$ cat src/sv/tsfd_pkg.sv
// ----------------------------------------------------------------------------
// tsfd_pkg
// types and fixed constants of the tempo synced feedback delay
// ----------------------------------------------------------------------------
`timescale 1ns / 1ps

package tsfd_pkg;

  localparam int CFG_IDX_W  = 2;
  localparam int CFG_DATA_W = 16;
  localparam int GAIN_W     = 16;
  localparam int CLOCKS_W   = 6;
  localparam int SPC_W      = 16;
  localparam int POS_W      = 5;
  localparam int LP_FRAC    = 8;

  typedef enum logic [CFG_IDX_W-1:0] {
    REG_DELAY_CLOCKS = 2'd0,
    REG_MIX_GAIN     = 2'd1,
    REG_FEEDBACK     = 2'd2,
    REG_HIGHCUT      = 2'd3
  } cfg_idx_t;

  typedef enum logic [2:0] {
    ST_IDLE,
    ST_TICK,
    ST_LOWPASS,
    ST_HIGHCUT,
    ST_FEEDBACK,
    ST_MIX
  } tsfd_state_t;

  localparam logic REQ_SAMPLE = 1'b0;
  localparam logic REQ_TICK   = 1'b1;

  // tick positions that start a measurement (multiples of twelve)
  localparam logic [POS_W-1:0] POS_BEAT      = 5'd0;
  localparam logic [POS_W-1:0] POS_HALF_BEAT = 5'd12;
  localparam logic [POS_W-1:0] POS_NEXT_BEAT = 5'd24;

  localparam logic [GAIN_W-1:0]   LP_TAKE     = 16'd6554;
  localparam int                  TEMPO_TOL   = 100;
  localparam int                  WRITE_START = 8192;
  localparam logic [SPC_W-1:0]    SPC_MAX     = 16'hFFFF;

  // x / 3 = (x * DIV3_RECIP) >> DIV3_SHIFT, exact for x below 2^19
  localparam logic [18:0] DIV3_RECIP = 19'd349526;
  localparam int          DIV3_SHIFT = 20;

  localparam logic [CLOCKS_W-1:0] RST_DELAY_CLOCKS = 6'd12;
  localparam logic [GAIN_W-1:0]   RST_MIX_GAIN     = 16'd32768;
  localparam logic [GAIN_W-1:0]   RST_FEEDBACK     = 16'd32768;
  localparam logic [GAIN_W-1:0]   RST_HIGHCUT      = 16'd0;

endpackage

$ cat src/sv/tsfd_mac.sv
// ----------------------------------------------------------------------------
// tsfd_mac
// shared blend unit: base * 2^16 + diff * gain, rounded half up by 2^16 or 2^24
// ----------------------------------------------------------------------------
`timescale 1ns / 1ps

module tsfd_mac #(
  parameter int W = 24
) (
  input  logic signed [W-1:0]                 base,
  input  logic signed [W:0]                   diff,
  input  logic [tsfd_pkg::GAIN_W-1:0]         gain,
  input  logic                                round24,
  output logic signed [W+2:0]                 res
);

  localparam int SW = W + 19;
  localparam logic [SW-1:0] HALF16 = SW'(1) << 15;
  localparam logic [SW-1:0] HALF24 = SW'(1) << 23;

  logic signed [W+17:0] prod;
  logic signed [SW-1:0] sum;
  logic signed [SW-1:0] rnd;

  assign prod = diff * $signed({1'b0, gain});
  assign sum  = (SW'(base) <<< 16) + SW'(prod);
  assign rnd  = sum + $signed(round24 ? HALF24 : HALF16);

  always_comb begin
    if (round24) begin
      res = $signed({{8{rnd[SW-1]}}, rnd[SW-1:24]});
    end else begin
      res = $signed(rnd[SW-1:16]);
    end
  end

endmodule

$ cat config.mk
export PLATFORM = sky130hd
export DESIGN_NAME = tsfd_mac
export DESIGN_NICKNAME = d
export VERILOG_FILES = /design/src/sv/tsfd_pkg.sv /design/src/sv/tsfd_mac.sv
export SDC_FILE = /design/constraint.sdc
export NUM_CORES = 1
export LEC_CHECK = 0
export BUFFER_PORTS_ARGS = -buffer_cell sky130_fd_sc_hd__buf_2
export CORE_ASPECT_RATIO = 1.5
export CORE_MARGIN = 8
export CORE_UTILIZATION = 45
export DETAILED_ROUTE_END_ITERATION = 6
export GPL_TIMING_DRIVEN = 0
export SYNTH_ARGS = -nofsm -noshare
export SYNTH_HDL_FRONTEND = slang
export SYNTH_SLANG_ARGS = --single-unit
$ cat constraint.sdc
create_clock -name vclk -period 9.5
set_clock_uncertainty 0.2 [all_clocks]
set_input_delay 1.9 -clock vclk [all_inputs]
set_output_delay 1.9 -clock vclk [all_outputs]
set_load 0.005 [all_outputs]
==> results.py, run 1 <==
metrics = {
    "outcome": {
        "status": "finished, violations left",
        "failed_checks": "setup timing",
    },
    "worst_setup_path": {
        "critical_path_most_common_cell": "sky130_fd_sc_hd__fa_1",
        "critPathMaxFanout": 8,
        "crit_path_end_kind": "output pin",
        "critPathSlowestCell": "sky130_fd_sc_hd__fa_2",
        "critical_path.max_stage_delay_ns": 0.63,
        "worst_setup_path_start_kind": "primary input",
        "critPathTopFamily": "adder cells",
        "critPathRequiredTime_ns": 7.40,
        "critical_path.n_buffers_inverters": 11,
        "setup.worst_path.class": "in -> out",
        "critical_path_arrival_ns": 7.89,
    },
    "floorplanning": {
        "io_pins": 93,
        "rows": 86,
        "die-width_um": 172.6,
        "die_area_um2": 43290,
        "floorplan.initialDensity_pct": 45.37,
        "coreArea_um2": 36480,
        "die_height_um": 250.9,
    },
    "timing": {
        "report.final.hold_viol_count": 0,
        "grt_setup_unrepaired": "true",
        "worstMarginPinSlew_ns": 0.6650,
        "final_worst_slack_ns": -0.4906,
        "drv_slew": 0,
        "final_period_minus_worst_setup_slack_ns": 9.991,
        "maxClockFrequency_mhz": 100.1,
        "setup_viol": 25,
        "max_slew_margin_pct": 55.67,
        "fin_crit_sh_pct": 105.2,
    },
    "grt": {
        "grt_use_total_pct": 24.12,
        "grt_max_degree": 15,
        "first_global_vias": 14335,
        "global_route_wire_length_before_repair_mm": 80.36,
        "antenna_found_initial": 1,
        "grt_overflow_total": 0,
    },
    "synthesis": {
        "post_synth_num_cell_types": 48,
        "syn_area_per_cell_um2": 9.003,
        "netlist.top_cell.by_area": "sky130_fd_sc_hd__fa_1",
        "netlist_area_um2": 16550,
        "synthTopCellsByArea": "sky130_fd_sc_hd__fa_1 52%, sky130_fd_sc_hd__inv_1 12%, sky130_fd_sc_hd__ha_1 11%, sky130_fd_sc_hd__and2_1 9.5%, sky130_fd_sc_hd__nand2_1 4.0%",
        "synth_top_cell_area_share_pct": 52.02,
        "synthesis_warnings": 0,
        "synth-seq-area-share_pct": 0,
        "synthCells": 1838,
        "synth_nets": 2486,
    },
    "drt": {
        "wl_per_instance_um": 20.68,
        "detail_route.wirelength_mm": 51.65,
        "detail_route.drc_violations": 0,
        "routed-via-count": 12762,
        "detail_route.vias_per_cell": 5.109,
        "detail_route.first_pass.iterations": 5,
        "dr.first_iter.drc_count": 545,
        "drt.antenna.violating_nets": 0,
    },
    "layout": {
        "post-route-cell-area_um2": 20330,
        "nets": 2663,
        "clock_buffer_count": 0,
        "instances_no_fill": 2498,
        "post-route-util_pct": 55.74,
        "drive_above_1_share_pct": 21.01,
        "n_sequential_cell": 0,
        "sequential_cell_area_um2": 0,
        "flow.area_growth_from_synthesis_pct": 22.87,
        "final.fill_count": 3326,
    },
    "placement": {
        "placed_cells": 2413,
        "place_area_um2": 17720,
        "placement.setup.worst_slack_ns": -1.403,
        "gp_congestion": 0.9326,
        "dp.final_hpwl_mm": 43.58,
        "port-buffer-count": 91,
    },
    "run": {
        "drv.max_cap_violation_count": 0,
    },
    "min_path": {
        "hold_class": "in -> out",
    },
    "cts": {
        "hold_buffers": 0,
    },
}
-- Yosys cell counts, types with 2 or more instances --
| cell | instances |
|---|---|
| sky130_fd_sc_hd__nand4_1 | 5 |
| sky130_fd_sc_hd__o211ai_1 | 4 |
| sky130_fd_sc_hd__xor2_1 | 10 |
| sky130_fd_sc_hd__inv_1 | 533 |
| sky130_fd_sc_hd__clkbuf_1 | 65 |
| sky130_fd_sc_hd__ha_1 | 152 |
| sky130_fd_sc_hd__nand2b_1 | 2 |
| sky130_fd_sc_hd__o22ai_1 | 2 |
| sky130_fd_sc_hd__xnor2_1 | 25 |
| sky130_fd_sc_hd__a21oi_1 | 38 |
| sky130_fd_sc_hd__mux2i_1 | 7 |
| sky130_fd_sc_hd__a221oi_1 | 3 |
| sky130_fd_sc_hd__a21o_1 | 20 |
| sky130_fd_sc_hd__o21bai_1 | 5 |
| sky130_fd_sc_hd__nor2_1 | 27 |
| sky130_fd_sc_hd__nor3_1 | 2 |
| sky130_fd_sc_hd__o211a_1 | 3 |
| sky130_fd_sc_hd__a31oi_1 | 7 |
| sky130_fd_sc_hd__nand3_1 | 4 |
| sky130_fd_sc_hd__nand2_1 | 177 |
| sky130_fd_sc_hd__mux2_2 | 4 |
| sky130_fd_sc_hd__a211oi_1 | 5 |
| sky130_fd_sc_hd__and3_1 | 7 |
| sky130_fd_sc_hd__o21a_1 | 3 |
| sky130_fd_sc_hd__and2_1 | 252 |
| sky130_fd_sc_hd__fa_1 | 430 |
| sky130_fd_sc_hd__o21ai_0 | 24 |
| sky130_fd_sc_hd__a21bo_1 | 2 |
-- metrics by stage --
step	hold slack, ns	TNS (ns)
floorplan	3.896	0
detailed placement	4.214	-30.25
global placement	4.216	-29.39
CTS	4.214	-8.354
finish	4.215	-8.135
global route	4.256	-12.93
-- layout by cell type, fill, tap and decap left out, types with 7 or more instances in the layout --
cell type / synthesis / layout
sky130_fd_sc_hd__inv_1: 533 / 499
sky130_fd_sc_hd__nand2_2: 0 / 8
sky130_fd_sc_hd__buf_6: 0 / 17
sky130_fd_sc_hd__buf_2: 0 / 61
sky130_fd_sc_hd__buf_12: 0 / 11
sky130_fd_sc_hd__and2_4: 0 / 14
sky130_fd_sc_hd__a21oi_1: 38 / 20
sky130_fd_sc_hd__ha_4: 0 / 20
sky130_fd_sc_hd__inv_2: 0 / 32
sky130_fd_sc_hd__fa_2: 0 / 32
sky130_fd_sc_hd__xnor2_1: 25 / 15
sky130_fd_sc_hd__a21oi_2: 0 / 14
sky130_fd_sc_hd__buf_8: 0 / 9
sky130_fd_sc_hd__a31oi_1: 7 / 7
sky130_fd_sc_hd__mux2i_1: 7 / 7
sky130_fd_sc_hd__fa_1: 430 / 398
sky130_fd_sc_hd__ha_1: 152 / 126
sky130_fd_sc_hd__clkbuf_8: 0 / 20
sky130_fd_sc_hd__nor2_1: 27 / 23
sky130_fd_sc_hd__nand2_1: 177 / 167
sky130_fd_sc_hd__clkbuf_16: 0 / 26
sky130_fd_sc_hd__xnor2_2: 0 / 9
sky130_fd_sc_hd__and2_1: 252 / 238
sky130_fd_sc_hd__clkbuf_1: 65 / 8
sky130_fd_sc_hd__a21o_1: 20 / 20
sky130_fd_sc_hd__buf_4: 1 / 80
sky130_fd_sc_hd__o21ai_0: 24 / 11
-- metal layers --
| metal | share of wire [%] | GRT usage [%] | vias to the layer above |
|---|---|---|---|
| li1 | - | - | 5647 |
| met1 | 33 | 25.05 | 6552 |
| met2 | 55 | 46.39 | 398 |
| met3 | 3.9 | 1.832 | 165 |
| met4 | 8.3 | 14.80 | 0 |
| met5 | 0 | 0 | - |
-- timing repair --
| action | in CTS | in global routing |
|---|---|---|
| endpoints found under the setup margin | 27 | 27 |
| buffers inserted | 70 | 13 |
| gates resized for setup | 362 | 104 |
| pin swaps | 96 | 89 |
| gates cloned | 3 | 0 |
-- layout make-up --
| class | count | area [um2] | area share, % |
|---|---|---|---|
| tap | 484 | 605.6 | 2.978 |
| buffer | 64 | 1036 | 5.095 |
| timing repair buffer | 177 | 1450 | 7.132 |
| inverter | 533 | 2007 | 9.870 |
| antenna | 1 | 2.502 | 0.01231 |
| multi-input combinational | 1239 | 15230 | 74.91 |
-- path summary, 6_finish.rpt --
check / startpoint / endpoint / cells after the start
max: diff[24] / res[20] / 26
min: round24 / res[17] / 4
-- kinds of logic (layout without fill, tap and decap cells) --
family / count (synthesis) / after routing / share of synthesized area, %
AO/OA/AOI/OAI: 131 / 131 / 5.210
multiplexers: 12 / 12 / 0.8317
adder cells (fa/ha/maj): 582 / 582 / 63.51
buffers and inverters: 599 / 774 / 13.61
AND/OR/NAND/NOR: 479 / 479 / 14.99
XOR/XNOR: 35 / 35 / 1.852
other: 0 / 1 / 0
Power of run 1 is left out: the tool's default activity adds up to more than one toggle a clock period on the data nets, which glitch-free logic cannot reach.
==> run 2: changes to the inputs <==
--- a/config.mk
+++ b/config.mk
@@ -7,7 +7,6 @@
 export LEC_CHECK = 0
 export BUFFER_PORTS_ARGS = -buffer_cell sky130_fd_sc_hd__buf_2
 export CORE_ASPECT_RATIO = 1.5
-export CORE_MARGIN = 8
 export CORE_UTILIZATION = 45
 export DETAILED_ROUTE_END_ITERATION = 6
 export GPL_TIMING_DRIVEN = 0
==> run 2 against run 1 <==
Effect of this change: the flow still finishes with violations (setup timing); sequential share of layout area is the same; wire length shrank 0.16%; via count grew 1.5%; global-route usage grew 5.0 points; worst hold slack gained 0.0045 ns; critical path type unchanged; highest routed layer is now met5.
==> results.py, run 2 (synthesis results as in run 1) <==
metrics = {
    "layout": {
        "nets": 2695,
        "post-route-cell-area_um2": 20800,
        "sequential_cell_area_um2": 0,
        "layout.cells.most_common": "sky130_fd_sc_hd__inv_1",
        "n_sequential_cell": 0,
        "clock_buffer_count": 0,
        "most_frequent_cells_in_the_layout": "501 x sky130_fd_sc_hd__inv_1, 398 x sky130_fd_sc_hd__fa_1, 243 x sky130_fd_sc_hd__and2_1",
        "final.fill_count": 3173,
        "flow.area_growth_from_synthesis_pct": 25.68,
        "drive_above_1_share_pct": 22.84,
    },
    "grt": {
        "grt_max_degree": 11,
        "antenna_found_initial": 3,
        "grt_overflow_total": 0,
        "grt_use_total_pct": 29.16,
        "global_route_wire_length_before_repair_mm": 80.70,
        "first_global_vias": 14874,
    },
    "floorplanning": {
        "io_pins": 93,
        "floorplan.initialDensity_pct": 45.90,
        "die-width_um": 158.6,
        "die_area_um2": 37560,
        "die_height_um": 236.9,
        "rows": 85,
        "coreArea_um2": 36050,
    },
    "run": {
        "drv.max_cap_violation_count": 0,
    },
    "outcome": {
        "failed_checks": "setup timing",
        "status": "finished, violations left",
    },
    "min_path": {
        "hold_class": "in -> out",
    },
    "worst_setup_path": {
        "setup.worst_path.class": "in -> out",
        "critical_path.n_buffers_inverters": 8,
        "critical_path_arrival_ns": 7.80,
        "critPathSlowestCell": "sky130_fd_sc_hd__fa_2",
        "crit_path_cell_trace": "buf_4 -> clkbuf_16 -> nand2_1 -> fa_2 -> inv_4 -> fa_1 -> inv_1 -> fa_1 -> inv_1 -> fa_1 -> fa_1 -> inv_1 -> fa_2 -> inv_2 -> ha_4 -> and3_4 -> and2_4 -> o211a_1 -> a22o_1 -> a21o_1 -> a31o_4 -> mux2i_4 -> a21bo_1 -> buf_2",
        "critical_path.max_stage_delay_ns": 0.66,
        "crit_path_end_kind": "output pin",
        "critical_path_most_common_cell": "sky130_fd_sc_hd__fa_1",
        "critPathRequiredTime_ns": 7.40,
        "critPathTopFamily": "adder cells",
        "worst_setup_path_start_kind": "primary input",
        "critPathMaxFanout": 7,
    },
    "timing": {
        "setup_viol": 26,
        "drv_slew": 0,
        "fin_crit_sh_pct": 104.2,
        "grt_setup_unrepaired": "true",
        "max_slew_margin_pct": 58.37,
        "maxClockFrequency_mhz": 101.0,
        "worstMarginPinSlew_ns": 0.6244,
        "report.final.hold_viol_count": 0,
        "final_worst_slack_ns": -0.4027,
        "final_period_minus_worst_setup_slack_ns": 9.903,
        "fin_hold_ws_ns": 4.219,
    },
    "drt": {
        "dr.first_iter.drc_count": 497,
        "wl_per_instance_um": 20.42,
        "detail_route.first_pass.iterations": 5,
        "drt.antenna.violating_nets": 0,
        "detail_route.drc_violations": 0,
        "detail_route.wirelength_mm": 51.57,
        "routed-via-count": 12955,
        "detail_route.vias_per_cell": 5.129,
    },
    "placement": {
        "gp_congestion": 0.9199,
        "place_area_um2": 17710,
        "port-buffer-count": 91,
        "dp.final_hpwl_mm": 43.06,
    },
}
run 2: cell type report:
| class | instances | area, um2 | share of cell area, % |
|---|---|---|---|
| inverter | 533 | 2009 | 9.662 |
| timing repair buffer | 210 | 1787 | 8.591 |
| antenna | 3 | 7.507 | 0.03610 |
| buffer | 63 | 1094 | 5.258 |
| tap | 478 | 598.1 | 2.876 |
| multi-input combinational | 1239 | 15300 | 73.58 |
run 2: stage by stage:
step                      setup slack, ns  util (%)  TNS, ns  std cells
after CTS                         -0.3908     56.30   -6.044       2500
final                             -0.4027     57.69   -7.059       2526
after global routing              -0.5444     57.66   -11.22       2523
after detailed placement           -1.355     49.12   -29.44       2407
after global placement             -1.335     49.12   -28.86       2407
after floorplan                  0.005596         -        0       1838
run 2: repair_timing:
action	4_1_cts	5_1_grt
cloned	4	0
hold buffers	0	0
gates resized for setup	428	80
endpoints found under the setup margin	27	27
setup buffers	92	25
pin swaps	110	77
run 2: metal layers:
metal	track usage, %	up-vias	share of wire [%]
li1	-	5714	-
met1	29.82	6713	33
met2	53.63	353	54
met3	2.855	173	3.7
met4	22.03	2	9.6
met5	0	-	0.025
run 2: tightest hold or removal path: stages:
cell,delay (ns)
sky130_fd_sc_hd__buf_2,0.13
sky130_fd_sc_hd__clkbuf_1,0.21
sky130_fd_sc_hd__mux2i_1,0.16
sky130_fd_sc_hd__buf_2,0.12
run 2: path summary, 6_finish.rpt:
check	end	from	slack, ns	cells past startpoint
worst max-delay path	res[19]	gain[4]	-0.40	24
worst min-delay path	res[17]	round24	4.22	4
Power of run 2 is left out for the same reason.
